[src/rtl/eos_pkg.sv]
// Package for the elevator order scheduler: sizes, operation and direction
// codes, and the command bundle from the controller to the datapath.
// No dependencies.
package eos_pkg;

  // Table geometry
  localparam int FloorCount = 4;
  localparam int KindCount  = 3;
  localparam int TableW     = FloorCount * KindCount;
  localparam int FloorW     = (FloorCount > 1) ? $clog2(FloorCount) : 1;
  localparam int CntFullW   = $clog2(TableW + 1);

  // Port field widths
  localparam int OpW     = 2;
  localparam int BtnW    = 12;
  localparam int CurW    = 2;
  localparam int DirW    = 2;
  localparam int TargetW = 2;
  localparam int CountW  = 4;

  // Button kinds within a floor
  localparam int KindUp   = 0;
  localparam int KindDown = 1;
  localparam int KindCab  = 2;

  // Operation codes
  localparam logic [OpW-1:0] OpScan     = 2'd0;
  localparam logic [OpW-1:0] OpClearCur = 2'd1;
  localparam logic [OpW-1:0] OpResetAll = 2'd2;
  localparam logic [OpW-1:0] OpChoose   = 2'd3;

  // Direction codes (two's complement)
  localparam logic [DirW-1:0] DirNone = 2'b00;
  localparam logic [DirW-1:0] DirUp   = 2'b01;
  localparam logic [DirW-1:0] DirBad  = 2'b10;
  localparam logic [DirW-1:0] DirDown = 2'b11;

  localparam logic [CountW-1:0] CountMax = {CountW{1'b1}};

  // Controller commands to the datapath
  typedef struct packed {
    logic capture;  // latch the accepted request
    logic execute;  // run the operation, load the result register
  } eos_cmd_t;

  // Buttons that physically exist: no bottom down call, no top up call
  function automatic logic [TableW-1:0] exist_mask();
    logic [TableW-1:0] m;
    m = '1;
    m[KindDown] = 1'b0;
    m[(FloorCount-1)*KindCount + KindUp] = 1'b0;
    return m;
  endfunction

endpackage

[src/rtl/eos_ctrl.sv]
// Controller of the elevator order scheduler: request handshakes and the
// two-state sequence idle -> execute. Uses eos_pkg.
module eos_ctrl (
  input  logic             clk_i,
  input  logic             rst_ni,
  input  logic             in_valid_i,
  output logic             in_stall_o,
  output logic             out_valid_o,
  input  logic             out_stall_i,
  output eos_pkg::eos_cmd_t cmd_o
);

  localparam logic StIdle = 1'b0;
  localparam logic StExec = 1'b1;

  logic state_q, state_d;
  logic out_valid_q, out_valid_d;
  logic accept, execute;

  // Handshakes
  assign accept  = in_valid_i && (state_q == StIdle);
  assign execute = (state_q == StExec) && (!out_valid_q || !out_stall_i);

  // Next state
  always_comb begin
    state_d = state_q;
    case (state_q)
      StIdle: if (accept) state_d = StExec;
      StExec: if (execute) state_d = StIdle;
      default: state_d = StIdle;
    endcase
  end

  // Result register occupancy
  always_comb begin
    out_valid_d = out_valid_q;
    if (execute) begin
      out_valid_d = 1'b1;
    end else if (out_valid_q && !out_stall_i) begin
      out_valid_d = 1'b0;
    end
  end

  always_ff @(posedge clk_i or negedge rst_ni) begin
    if (!rst_ni) begin
      state_q     <= StIdle;
      out_valid_q <= 1'b0;
    end else begin
      state_q     <= state_d;
      out_valid_q <= out_valid_d;
    end
  end

  assign in_stall_o    = (state_q != StIdle);
  assign out_valid_o   = out_valid_q;
  assign cmd_o.capture = accept;
  assign cmd_o.execute = execute;

endmodule

[src/rtl/eos_datapath.sv]
// Datapath of the elevator order scheduler: request register, order table,
// next target, scan/clear/choose logic and the result register. Uses eos_pkg.
module eos_datapath (
  input  logic                               clk_i,
  input  logic                               rst_ni,
  input  eos_pkg::eos_cmd_t                  cmd_i,
  input  logic [eos_pkg::OpW-1:0]            operation_i,
  input  logic [eos_pkg::BtnW-1:0]           pressed_buttons_i,
  input  logic [eos_pkg::CurW-1:0]           car_floor_i,
  input  logic signed [eos_pkg::DirW-1:0]    moving_direction_i,
  input  logic signed [eos_pkg::DirW-1:0]    previous_direction_i,
  output logic                               found_o,
  output logic [eos_pkg::TargetW-1:0]        target_floor_o,
  output logic [eos_pkg::CountW-1:0]         order_count_o,
  output logic [eos_pkg::BtnW-1:0]           lamp_mask_o
);

  localparam int Fc = eos_pkg::FloorCount;
  localparam int Kc = eos_pkg::KindCount;
  localparam int Tw = eos_pkg::TableW;
  localparam int Fw = eos_pkg::FloorW;
  localparam logic [Tw-1:0] Exist = eos_pkg::exist_mask();
  localparam logic [Fw-1:0] TopFloor = Fw'(Fc - 1);

  // Request register
  logic [eos_pkg::OpW-1:0]  op_q;
  logic [eos_pkg::BtnW-1:0] pressed_q;
  logic [eos_pkg::CurW-1:0] cur_q;
  logic [eos_pkg::DirW-1:0] dir_q, last_q;

  always_ff @(posedge clk_i) begin
    if (cmd_i.capture) begin
      op_q      <= operation_i;
      pressed_q <= pressed_buttons_i;
      cur_q     <= car_floor_i;
      dir_q     <= moving_direction_i;
      last_q    <= previous_direction_i;
    end
  end

  // Order table and target
  logic [Tw-1:0] pend_q, pend_d;
  logic [Fw-1:0] target_q, target_d;
  logic          found_d;

  // Saturate floor into range
  logic [Fw-1:0] cur;
  always_comb begin
    if ({{Fw{1'b0}}, cur_q} > {{eos_pkg::CurW{1'b0}}, TopFloor}) begin
      cur = TopFloor;
    end else begin
      cur = Fw'(cur_q);
    end
  end

  // Table occupancy: count, lowest and highest floors with an order
  logic [eos_pkg::CntFullW-1:0] cnt_now;
  logic [Fw-1:0]                any_lo_floor, any_hi_floor;
  logic                         any_order;
  always_comb begin
    cnt_now      = '0;
    any_lo_floor = '0;
    any_hi_floor = '0;
    any_order    = |pend_q;
    for (int b = 0; b < Tw; b++) begin
      cnt_now = cnt_now + eos_pkg::CntFullW'(pend_q[b]);
    end
    for (int f = Fc - 1; f >= 0; f--) begin
      if (|pend_q[f*Kc +: Kc]) any_lo_floor = Fw'(f);
    end
    for (int f = 0; f < Fc; f++) begin
      if (|pend_q[f*Kc +: Kc]) any_hi_floor = Fw'(f);
    end
  end

  // Button scan: first new press, and pending presses ahead of it
  logic [Tw-1:0] press, fresh, first_bit, below, seen_pending;
  logic [Fw-1:0] fresh_floor;
  always_comb begin
    press        = Tw'(pressed_q) & Exist;
    fresh        = press & ~pend_q;
    first_bit    = fresh & (~fresh + Tw'(1));
    below        = first_bit - Tw'(1);
    seen_pending = press & pend_q & below;
    fresh_floor  = '0;
    for (int f = 0; f < Fc; f++) begin
      if (|first_bit[f*Kc +: Kc]) fresh_floor = Fw'(f);
    end
  end

  // Choose: upward and downward candidates
  logic          up_hit, dn_hit;
  logic [Fw-1:0] up_floor, dn_floor;
  always_comb begin
    up_hit   = 1'b0;
    dn_hit   = 1'b0;
    up_floor = '0;
    dn_floor = '0;
    for (int f = Fc - 1; f >= 0; f--) begin
      if (Fw'(f) >= cur && (pend_q[f*Kc + eos_pkg::KindUp] ||
                            pend_q[f*Kc + eos_pkg::KindCab])) begin
        up_hit   = 1'b1;
        up_floor = Fw'(f);
      end
    end
    for (int f = 0; f < Fc; f++) begin
      if (Fw'(f) <= cur && (pend_q[f*Kc + eos_pkg::KindDown] ||
                            pend_q[f*Kc + eos_pkg::KindCab])) begin
        dn_hit   = 1'b1;
        dn_floor = Fw'(f);
      end
    end
  end

  // Direction priority
  logic go_up, go_dn;
  always_comb begin
    go_up = 1'b0;
    go_dn = 1'b0;
    case (dir_q)
      eos_pkg::DirUp:   go_up = 1'b1;
      eos_pkg::DirDown: go_dn = 1'b1;
      eos_pkg::DirNone: begin
        if (last_q == eos_pkg::DirUp) begin
          go_up = (cur != TopFloor);
          go_dn = (cur == TopFloor);
        end else if (last_q == eos_pkg::DirDown) begin
          go_dn = (cur != '0);
          go_up = (cur == '0);
        end
      end
      default: ;
    endcase
  end

  // Operation
  always_comb begin
    pend_d   = pend_q;
    target_d = target_q;
    found_d  = 1'b0;
    case (op_q)
      eos_pkg::OpScan: begin
        pend_d  = pend_q | first_bit;
        found_d = |fresh;
        if (cnt_now == '0 && (|fresh)) begin
          target_d = fresh_floor;
        end else if (cnt_now == eos_pkg::CntFullW'(1) && (|seen_pending)) begin
          target_d = any_lo_floor;
        end
      end
      eos_pkg::OpClearCur: begin
        for (int f = 0; f < Fc; f++) begin
          if (Fw'(f) == cur) pend_d[f*Kc +: Kc] = '0;
        end
      end
      eos_pkg::OpResetAll: pend_d = '0;
      eos_pkg::OpChoose: begin
        if (go_up) begin
          found_d = up_hit || any_order;
          if (up_hit) target_d = up_floor;
          else if (any_order) target_d = any_hi_floor;
        end else if (go_dn) begin
          found_d = dn_hit || any_order;
          if (dn_hit) target_d = dn_floor;
          else if (any_order) target_d = any_lo_floor;
        end
      end
      default: ;
    endcase
  end

  always_ff @(posedge clk_i or negedge rst_ni) begin
    if (!rst_ni) begin
      pend_q   <= '0;
      target_q <= '0;
    end else if (cmd_i.execute) begin
      pend_q   <= pend_d;
      target_q <= target_d;
    end
  end

  // Result fields from the updated table
  logic [eos_pkg::CntFullW-1:0] cnt_next;
  logic [eos_pkg::CountW-1:0]   cnt_sat;
  logic [eos_pkg::BtnW-1:0]     lamp_d;
  always_comb begin
    cnt_next = '0;
    lamp_d   = '0;
    for (int b = 0; b < Tw; b++) begin
      cnt_next = cnt_next + eos_pkg::CntFullW'(pend_d[b]);
    end
    for (int b = 0; b < eos_pkg::BtnW; b++) begin
      if (b < Tw) lamp_d[b] = pend_d[b];
    end
    if ({{eos_pkg::CountW{1'b0}}, cnt_next} >
        {{eos_pkg::CntFullW{1'b0}}, eos_pkg::CountMax}) begin
      cnt_sat = eos_pkg::CountMax;
    end else begin
      cnt_sat = eos_pkg::CountW'(cnt_next);
    end
  end

  // Result register
  logic                        found_q;
  logic [eos_pkg::TargetW-1:0] tgt_out_q;
  logic [eos_pkg::CountW-1:0]  count_q;
  logic [eos_pkg::BtnW-1:0]    lamp_q;

  always_ff @(posedge clk_i) begin
    if (cmd_i.execute) begin
      found_q   <= found_d;
      tgt_out_q <= eos_pkg::TargetW'(target_d);
      count_q   <= cnt_sat;
      lamp_q    <= lamp_d;
    end
  end

  assign found_o        = found_q;
  assign target_floor_o = tgt_out_q;
  assign order_count_o  = count_q;
  assign lamp_mask_o    = lamp_q;

endmodule

[src/rtl/elevator_order_scheduler_core.sv]
// Channel   | Direction | Handshake            | Payload
// request   | in        | in_valid_i/in_stall_o   | operation, pressed_buttons,
//           |           |                         | car_floor, moving/previous_direction
// result    | out       | out_valid_o/out_stall_i | found, target_floor, order_count,
//           |           |                         | lamp_mask
//
// Each request is latched when it is taken; in the execute state the operation
// then runs on the order table and loads the result register. The next request
// is taken while a result still waits; its execute step waits for the result
// register. Reset (rst_ni, asynchronous) clears the order table, the target and
// both handshakes. A stalled result holds its payload.
// Top level of the elevator order scheduler; uses eos_pkg, eos_ctrl, eos_datapath.
module elevator_order_scheduler_core (
  input  logic                            clk_i,
  input  logic                            rst_ni,
  input  logic                            in_valid_i,
  output logic                            in_stall_o,
  input  logic [eos_pkg::OpW-1:0]         operation_i,
  input  logic [eos_pkg::BtnW-1:0]        pressed_buttons_i,
  input  logic [eos_pkg::CurW-1:0]        car_floor_i,
  input  logic signed [eos_pkg::DirW-1:0] moving_direction_i,
  input  logic signed [eos_pkg::DirW-1:0] previous_direction_i,
  output logic                            out_valid_o,
  input  logic                            out_stall_i,
  output logic                            found_o,
  output logic [eos_pkg::TargetW-1:0]     target_floor_o,
  output logic [eos_pkg::CountW-1:0]      order_count_o,
  output logic [eos_pkg::BtnW-1:0]        lamp_mask_o
);

  eos_pkg::eos_cmd_t cmd;

  // Sequencing and handshakes
  eos_ctrl u_ctrl (
    .clk_i       (clk_i),
    .rst_ni      (rst_ni),
    .in_valid_i  (in_valid_i),
    .in_stall_o  (in_stall_o),
    .out_valid_o (out_valid_o),
    .out_stall_i (out_stall_i),
    .cmd_o       (cmd)
  );

  // Order table and result
  eos_datapath u_datapath (
    .clk_i                (clk_i),
    .rst_ni               (rst_ni),
    .cmd_i                (cmd),
    .operation_i          (operation_i),
    .pressed_buttons_i    (pressed_buttons_i),
    .car_floor_i          (car_floor_i),
    .moving_direction_i   (moving_direction_i),
    .previous_direction_i (previous_direction_i),
    .found_o              (found_o),
    .target_floor_o       (target_floor_o),
    .order_count_o        (order_count_o),
    .lamp_mask_o          (lamp_mask_o)
  );

endmodule

[config.mk]
export PLATFORM = sky130hd
export DESIGN_NAME = elevator_order_scheduler_core
export DESIGN_NICKNAME = d
export VERILOG_FILES = /design/src/rtl/eos_pkg.sv /design/src/rtl/eos_ctrl.sv /design/src/rtl/eos_datapath.sv /design/src/rtl/elevator_order_scheduler_core.sv
export SDC_FILE = /design/constraint.sdc
export NUM_CORES = 1
export LEC_CHECK = 0
export BUFFER_PORTS_ARGS = -buffer_cell sky130_fd_sc_hd__buf_4
export CORE_UTILIZATION = 50
export CTS_BUF_LIST = sky130_fd_sc_hd__clkbuf_4
export CTS_CLUSTER_SIZE = 10
export DETAILED_ROUTE_END_ITERATION = 16
export GPL_ROUTABILITY_DRIVEN = 0
export MAX_ROUTING_LAYER = met4
export PLACE_DENSITY_LB_ADDON = 0.1
export SYNTH_ARGS = -nofsm -noshare
export SYNTH_HDL_FRONTEND = slang
export SYNTH_SLANG_ARGS = --single-unit
[constraint.sdc]
create_clock -name clk_i -period 5.7 [get_ports clk_i]
set_input_delay 1.14 -clock clk_i [delete_from_list [all_inputs] [get_ports clk_i]]
set_output_delay 1.14 -clock clk_i [all_outputs]
set_load 0.02 [all_outputs]
Yosys cells after proc, flatten, opt, wreduce, memory -nomap -nowiden --
Index checks and enable logic that the tools add are counted.
Cells by class: magnitude comparators 8, bitwise logic cells 8, add/sub/neg operators 24, eq/ne operators 13, multiplexer cells 53, reduce and logical (&&, ||, !) cells 42
Operators by type and width (number):
- $add A4 B1 Y4 | 20
- $and A12 B12 Y12 | 4
- $mux W2 | 22
- $pmux W12 S3 | 1
- $reduce_or A12 Y1 | 3
- $not A12 Y12 | 2
- $mux W1 | 21
- $reduce_or A3 Y1 | 7
- $logic_and A1 B1 Y1 | 13
- $add A12 B1 Y12 const B | 1
- $mux W3 | 4
- $or A12 B12 Y12 | 1
- $sub A12 B1 Y12 const B | 1
- $logic_or A1 B1 Y1 | 11
- $eq A2 B2 Y1 const B | 5
- $pmux W1 S2 | 4
- $eq A2 B1 Y1 const B | 3
- $logic_not A2 Y1 | 3
- $add A1 B1 Y2 | 2
- $eq A2 B2 Y1 const A | 2
- $eq A4 B1 Y1 const B | 1
- $ge A1 B2 Y1 const A | 2
- $ge A2 B2 Y1 const A | 2
- $le A1 B2 Y1 const A | 2
- 8 further kinds | 11
Word-level totals: word-level logic and storage cells 161, bits in registers 55, bits of input ports 24, output and inout bits 21

Longest topological paths before layout --
word-level depth 18, depth in mapped cells 18, gate-level depth less buffers 18

Cells and area by module --
From an unflattened synthesis, not the netlist that was laid out.
Second synthesis, totals: cells, all modules 308, area total of the unflattened synthesis 3338.2 µm²
By module, submodules not included:
- eos_datapath | seq. area each 1461.4 µm², cells each 300, area an instance 3239.4 µm², instances 1
- eos_ctrl | seq. area each 50.0 µm², cells each 8, area an instance 98.8 µm², instances 1

Worst setup path before layout --
No wires, ideal clock.
path kind flip-flop to flip-flop, start point register u_datapath.pressed_q[0] in the netlist's numbering, end point register u_datapath.count_q (netlist bit u_datapath.order_count_o[2]), data pin, period minus slack after synthesis 4.392 ns, data required time 5.443 ns, setup time 0.257 ns, data arrival time 4.135 ns, slack 1.308 ns, buffers on the path 0, cell stages (with the launch flop) 14, path through edfxtp_1 -> nor2b_2 -> or2_4 -> nor4_1 -> nand3_1 -> o21ai_0 -> fa_1 -> fa_1 -> inv_1 -> fa_1 -> inv_1 -> fa_1 -> fa_1 -> xor2_1
Between the ends: elaborated cells on any way between the ends 17, classes of those cells 12 x add/sub; 1 x mux; 4 x bitwise
RTL lines:
- start, declared | RTL line eos_datapath.sv:27 | logic [eos_pkg::BtnW-1:0] pressed_q;
- start signal, assigned | RTL line eos_datapath.sv:34 | pressed_q <= pressed_buttons_i;
- $and A12 B12 Y12 | RTL line eos_datapath.sv:81 | fresh = press & ~pend_q;
- $not A12 Y12 | RTL line eos_datapath.sv:82 | first_bit = fresh & (~fresh + Tw'(1));
- $add A12 B1 Y12 | RTL line eos_datapath.sv:82
- $and A12 B12 Y12 | RTL line eos_datapath.sv:82
- $or A12 B12 Y12 | RTL line eos_datapath.sv:143 | pend_d = pend_q | first_bit;
- $pmux W12 S3 | RTL line eos_datapath.sv:141 | case (op_q)
- named net u_datapath.lamp_d, one bit | RTL line eos_datapath.sv:185 | logic [eos_pkg::BtnW-1:0] lamp_d;
- $add A4 B1 Y4 (2 in series) | RTL line eos_datapath.sv:190 | cnt_next = cnt_next + eos_pkg::CntFullW'(pend_d[b]);
- named net u_datapath.cnt_next, one bit | RTL line eos_datapath.sv:183 | logic [eos_pkg::CntFullW-1:0] cnt_next;
- end signal, assigned | RTL line eos_datapath.sv:213 | count_q <= cnt_sat;
- end, declared | RTL line eos_datapath.sv:206 | logic [eos_pkg::CountW-1:0] count_q;
The timed path passes the listed nets, and every way through them passes these cells. A chain may end at the register's enable or synchronous reset.

Final worst setup path --
start point register u_datapath.pend_q[3], end point register u_datapath.count_q (netlist bit u_datapath.order_count_o[2]), data pin
Between the ends: elaborated cells on any way between the ends 17, classes of those cells 10 x add/sub; 2 x mux; 5 x bitwise
RTL lines:
- start, declared | RTL line eos_datapath.sv:42 | logic [Tw-1:0] pend_q, pend_d;
- start signal, assigned | RTL line eos_datapath.sv:177 | pend_q <= pend_d;
- $not A12 Y12 | RTL line eos_datapath.sv:81
- $and A12 B12 Y12 | RTL line eos_datapath.sv:81
- $not A12 Y12 | RTL line eos_datapath.sv:82
- $add A12 B1 Y12 | RTL line eos_datapath.sv:82
- $and A12 B12 Y12 | RTL line eos_datapath.sv:82
- $or A12 B12 Y12 | RTL line eos_datapath.sv:143
- $pmux W12 S3 | RTL line eos_datapath.sv:141
- named net u_datapath.lamp_d, one bit | RTL line eos_datapath.sv:185
- $add A4 B1 Y4 (2 in series) | RTL line eos_datapath.sv:190
- named net u_datapath.cnt_next, one bit | RTL line eos_datapath.sv:183
The timed path passes the listed nets, and every way through them passes these cells.

==> flow_metrics.py <==
metrics = {
    "outcome": {
        "outcome": "complete, but fails checks",
        "violations": "design-rule violations",
    },
    "clocking": {
        "post_cts_buffers": 0,
        "root_buffer": "clkbuf_4",
        "clockBufferDepth": 2,
        "cts_max_level": 2,
        "cts_resized": 0,
        "clk_pin_slew_worst_paths_ps": 170,
        "cts.sinks": 53,
        "holdBufCountCts": 0,
        "cts_tree": "done",
        "clkLatencyLatePin_ps": 390,
        "cts_buffers": 5,
    },
    "routing": {
        "dr.pass1.iters": 11,
        "via_per_inst": 5.718,
        "top_layer": "met4",
        "drc": 3,
        "wire_per_inst_um": 15.79,
        "num_vias": 2533,
        "drtIter0Drc": 161,
        "wl_met1_um": 3284,
        "antenna_left": 0,
        "wl_met3_um": 433,
        "dr_wl_met2_um": 3166,
        "drt-total-wl_um": 6995,
    },
    "die": {
        "die_w_um": 84.32,
        "design.die.area_um2": 7110,
        "io_pins": 45,
        "core-area_um2": 6459,
        "die_h_um": 84.32,
        "rows": 29,
        "start_util": 0.5246,
    },
    "yosys": {
        "async_flop_share": 0.3019,
        "seq_area_frac_synth": 0.4461,
        "synthDistinctLibCells": 60,
        "synth_warnings": 0,
        "synth-seq-cells": 53,
        "synth_edf_count": 37,
        "synth_nets": 375,
        "synth-main-ff-cell": "edfxtp_1",
        "synthesis.area_um2": 3388,
        "synth_cells": 321,
        "synth_area_per_cell_um2": 10.56,
    },
    "worst_hold_path": {
        "hold_path_class": "register to register",
    },
    "critical_path": {
        "cp.arrival_ps": 5040,
        "crit_path_end": "u_datapath.order_count_o[2]",
        "crit_top_cell": "fa_1",
        "path_buf_inv": 2,
        "cp_data_required_time_ps": 5880,
        "reg2reg_to": "u_datapath.order_count_o[2]",
        "critPathSlowestCell": "dfrtp_1",
        "r2r-start": "u_datapath.pend_q[3]",
        "path_depth": 13,
        "path_cells": "nand2b_4, nand3_1, nor4_1, nand3_1, o21ai_0, fa_1, fa_1, inv_1, fa_1, inv_1, fa_1, fa_1, xor2_1",
        "r2r_setup_slack_ps": 840,
        "crit_type": "register to register",
        "slowest_delay_ps": 610,
        "path_max_fanout": 10,
        "critical-path-top-delay-family": "adder cells",
        "end_kind": "register",
        "crit_start": "u_datapath.pend_q[3]",
        "r2r_cells": 13,
        "crit_path_start_kind": "register",
    },
    "timing": {
        "slew_headroom": 0.2632,
        "fin_skew_ps": 23.15,
        "post-route-period-util": 0.8533,
        "hold_violations": 0,
        "fmax_ghz": 0.2056,
        "tightest_slew_ps": 1104,
        "setup_viol": 0,
        "totalNegativeSetupSlack_ps": 0,
        "finalCriticalPeriod_ps": 4864,
        "rsz0062_at_grt": "no",
        "slew_viol_final": 0,
    },
    "layout": {
        "final_common_cell": "buf_4",
        "layout_common_cells": "buf_4 (45), inv_1 (41), edfxtp_1 (37)",
        "layout.nets": 419,
        "post-route-util": 0.5971,
        "layout-drive-gt1-share": 0.1940,
        "num_antenna_cells": 0,
        "syn2layout_area_growth_pct": 13.81,
    },
    "power": {
        "ir_worst_vdd_mv": 0.1360,
        "p_per_area_nw_per_um2": 312.2,
        "p_leak_nw": 1.687,
    },
    "placement": {
        "numPortBuffers": 42,
        "hpwl_um": 5387,
    },
    "global_routing": {
        "antenna_found_initial": 0,
        "grt_overflow": 0,
        "grt_pass1_wl_um": 11790,
        "grt_max_degree": 31,
        "grt_pass1_vias": 2399,
        "grt_usage": 0.2212,
    },
    "flow_run": {
        "max_cap_viol_count": 0,
    },
}
[power breakdown]
group | internal [W] | switching, W | total, W
registers | 0.000474 | 0.0000419 | 0.000516
clock network | 0.0000934 | 0.000124 | 0.000217
logic | 0.000188 | 0.000282 | 0.000471
total | 0.000756 | 0.000448 | 0.00120
[state kept, by name, indices dropped and copies added, names as in the netlist, 4 cells and up]
register                  flops
u_datapath.order_count_o      4
u_datapath.lamp_mask_o       12
u_datapath.pressed_q         10
u_datapath.pend_q            12
[worst min path at each step]
stage,end,startpoint,depth (start not counted),slack [ps]
after floorplan,u_datapath.target_q[0],u_datapath.target_q[0],2,530
after global placement,u_ctrl.out_valid_o,u_ctrl.out_valid_o,2,520
after detailed placement,u_ctrl.out_valid_o,u_ctrl.out_valid_o,2,530
after CTS,u_ctrl.out_valid_o,u_ctrl.out_valid_o,2,570
after global routing,u_datapath.pend_q[9],rst_ni,1,570
final,u_ctrl.out_valid_o,u_ctrl.in_stall_o,1,560
[synth_stat cells (all sizes together) (2+ instances only)]
cell | count | share of area
inv | 41 | 0.045
edfxtp | 37 | 0.33
nand2 | 27 | 0.030
o21ai | 21 | 0.031
nor2 | 18 | 0.020
a21oi | 17 | 0.026
dfrtp | 16 | 0.12
ha | 16 | 0.059
fa | 14 | 0.083
nand2b | 13 | 0.028
nor2b | 11 | 0.021
nand3 | 7 | 0.010
nor4 | 6 | 0.016
o31ai | 6 | 0.015
a31oi | 5 | 0.0092
buf | 5 | 0.011
or3 | 5 | 0.0092
nor3 | 4 | 0.0059
o211ai | 4 | 0.0089
a21o | 3 | 0.0066
clkbuf | 3 | 0.0033
mux2i | 3 | 0.0089
nand3b | 3 | 0.0066
o22ai | 3 | 0.0055
or2 | 3 | 0.0063
a211oi | 2 | 0.0081
a22o | 2 | 0.0052
and2 | 2 | 0.0037
o2111ai | 2 | 0.0052
o21bai | 2 | 0.0055
o311ai | 2 | 0.0052
[cells by family (layout without fill, tap and decap cells)]
logic type / count (synthesis) / in the layout / share of synthesized area
buffers and inverters: 49 / 94 / 0.05945
AOI/OAI and AO/OA: 80 / 80 / 0.1673
xor gates and xnor gates: 1 / 1 / 0.002585
and+or+nand+nor: 103 / 103 / 0.1677
muxes: 4 / 4 / 0.01219
DFF: 53 / 53 / 0.4461
adders and majority gates: 31 / 31 / 0.1448
[metal layers]
metal | global-route usage | vias up
met5 | - | -
met3 | 0.03343 | 10
met4 | 0.06113 | 0
li1 | - | 1224
met1 | 0.3048 | 1210
met2 | 0.3435 | 89
[per-stage QoR]
stage / area, um2 / std cells / setup WS (ps) / total power (W) / hold slack, ps
after floorplan: 3388 / 321 / 1308 / 0.0008602 / 525.4
after global placement: 3775 / 435 / 952.0 / 0.0009804 / 524.0
after detailed placement: 3775 / 435 / 874.2 / 0.0009922 / 526.1
after CTS: 3856 / 443 / 884.3 / 0.001207 / 567.7
after global routing: 3856 / 443 / 586.6 / 0.001289 / 567.4
final: 3856 / 443 / 836.3 / 0.001204 / 555.9
[layout make-up]
cell class / instances / area [um2]
clock inverters: 3 / 43.79
inverters: 41 / 153.9
fillers: 552 / 2603
clock buffers: 5 / 37.54
well taps: 77 / 96.34
repair buffers: 45 / 337.8
multi-input cells: 219 / 1675
flip-flops and latches: 53 / 1511
[worst register-to-register path, delay by kind of cell, from the launching register on]
| family | cells | cell delay [ps] |
|---|---|---|
| buf+inv | 2 | 110 |
| fa+ha+maj | 5 | 2330 |
| xor+xnor | 1 | 140 |
| flops | 1 | 610 |
| simple gates | 4 | 1170 |
| compound gates | 1 | 300 |
Power figures use the tool's default switching activity.
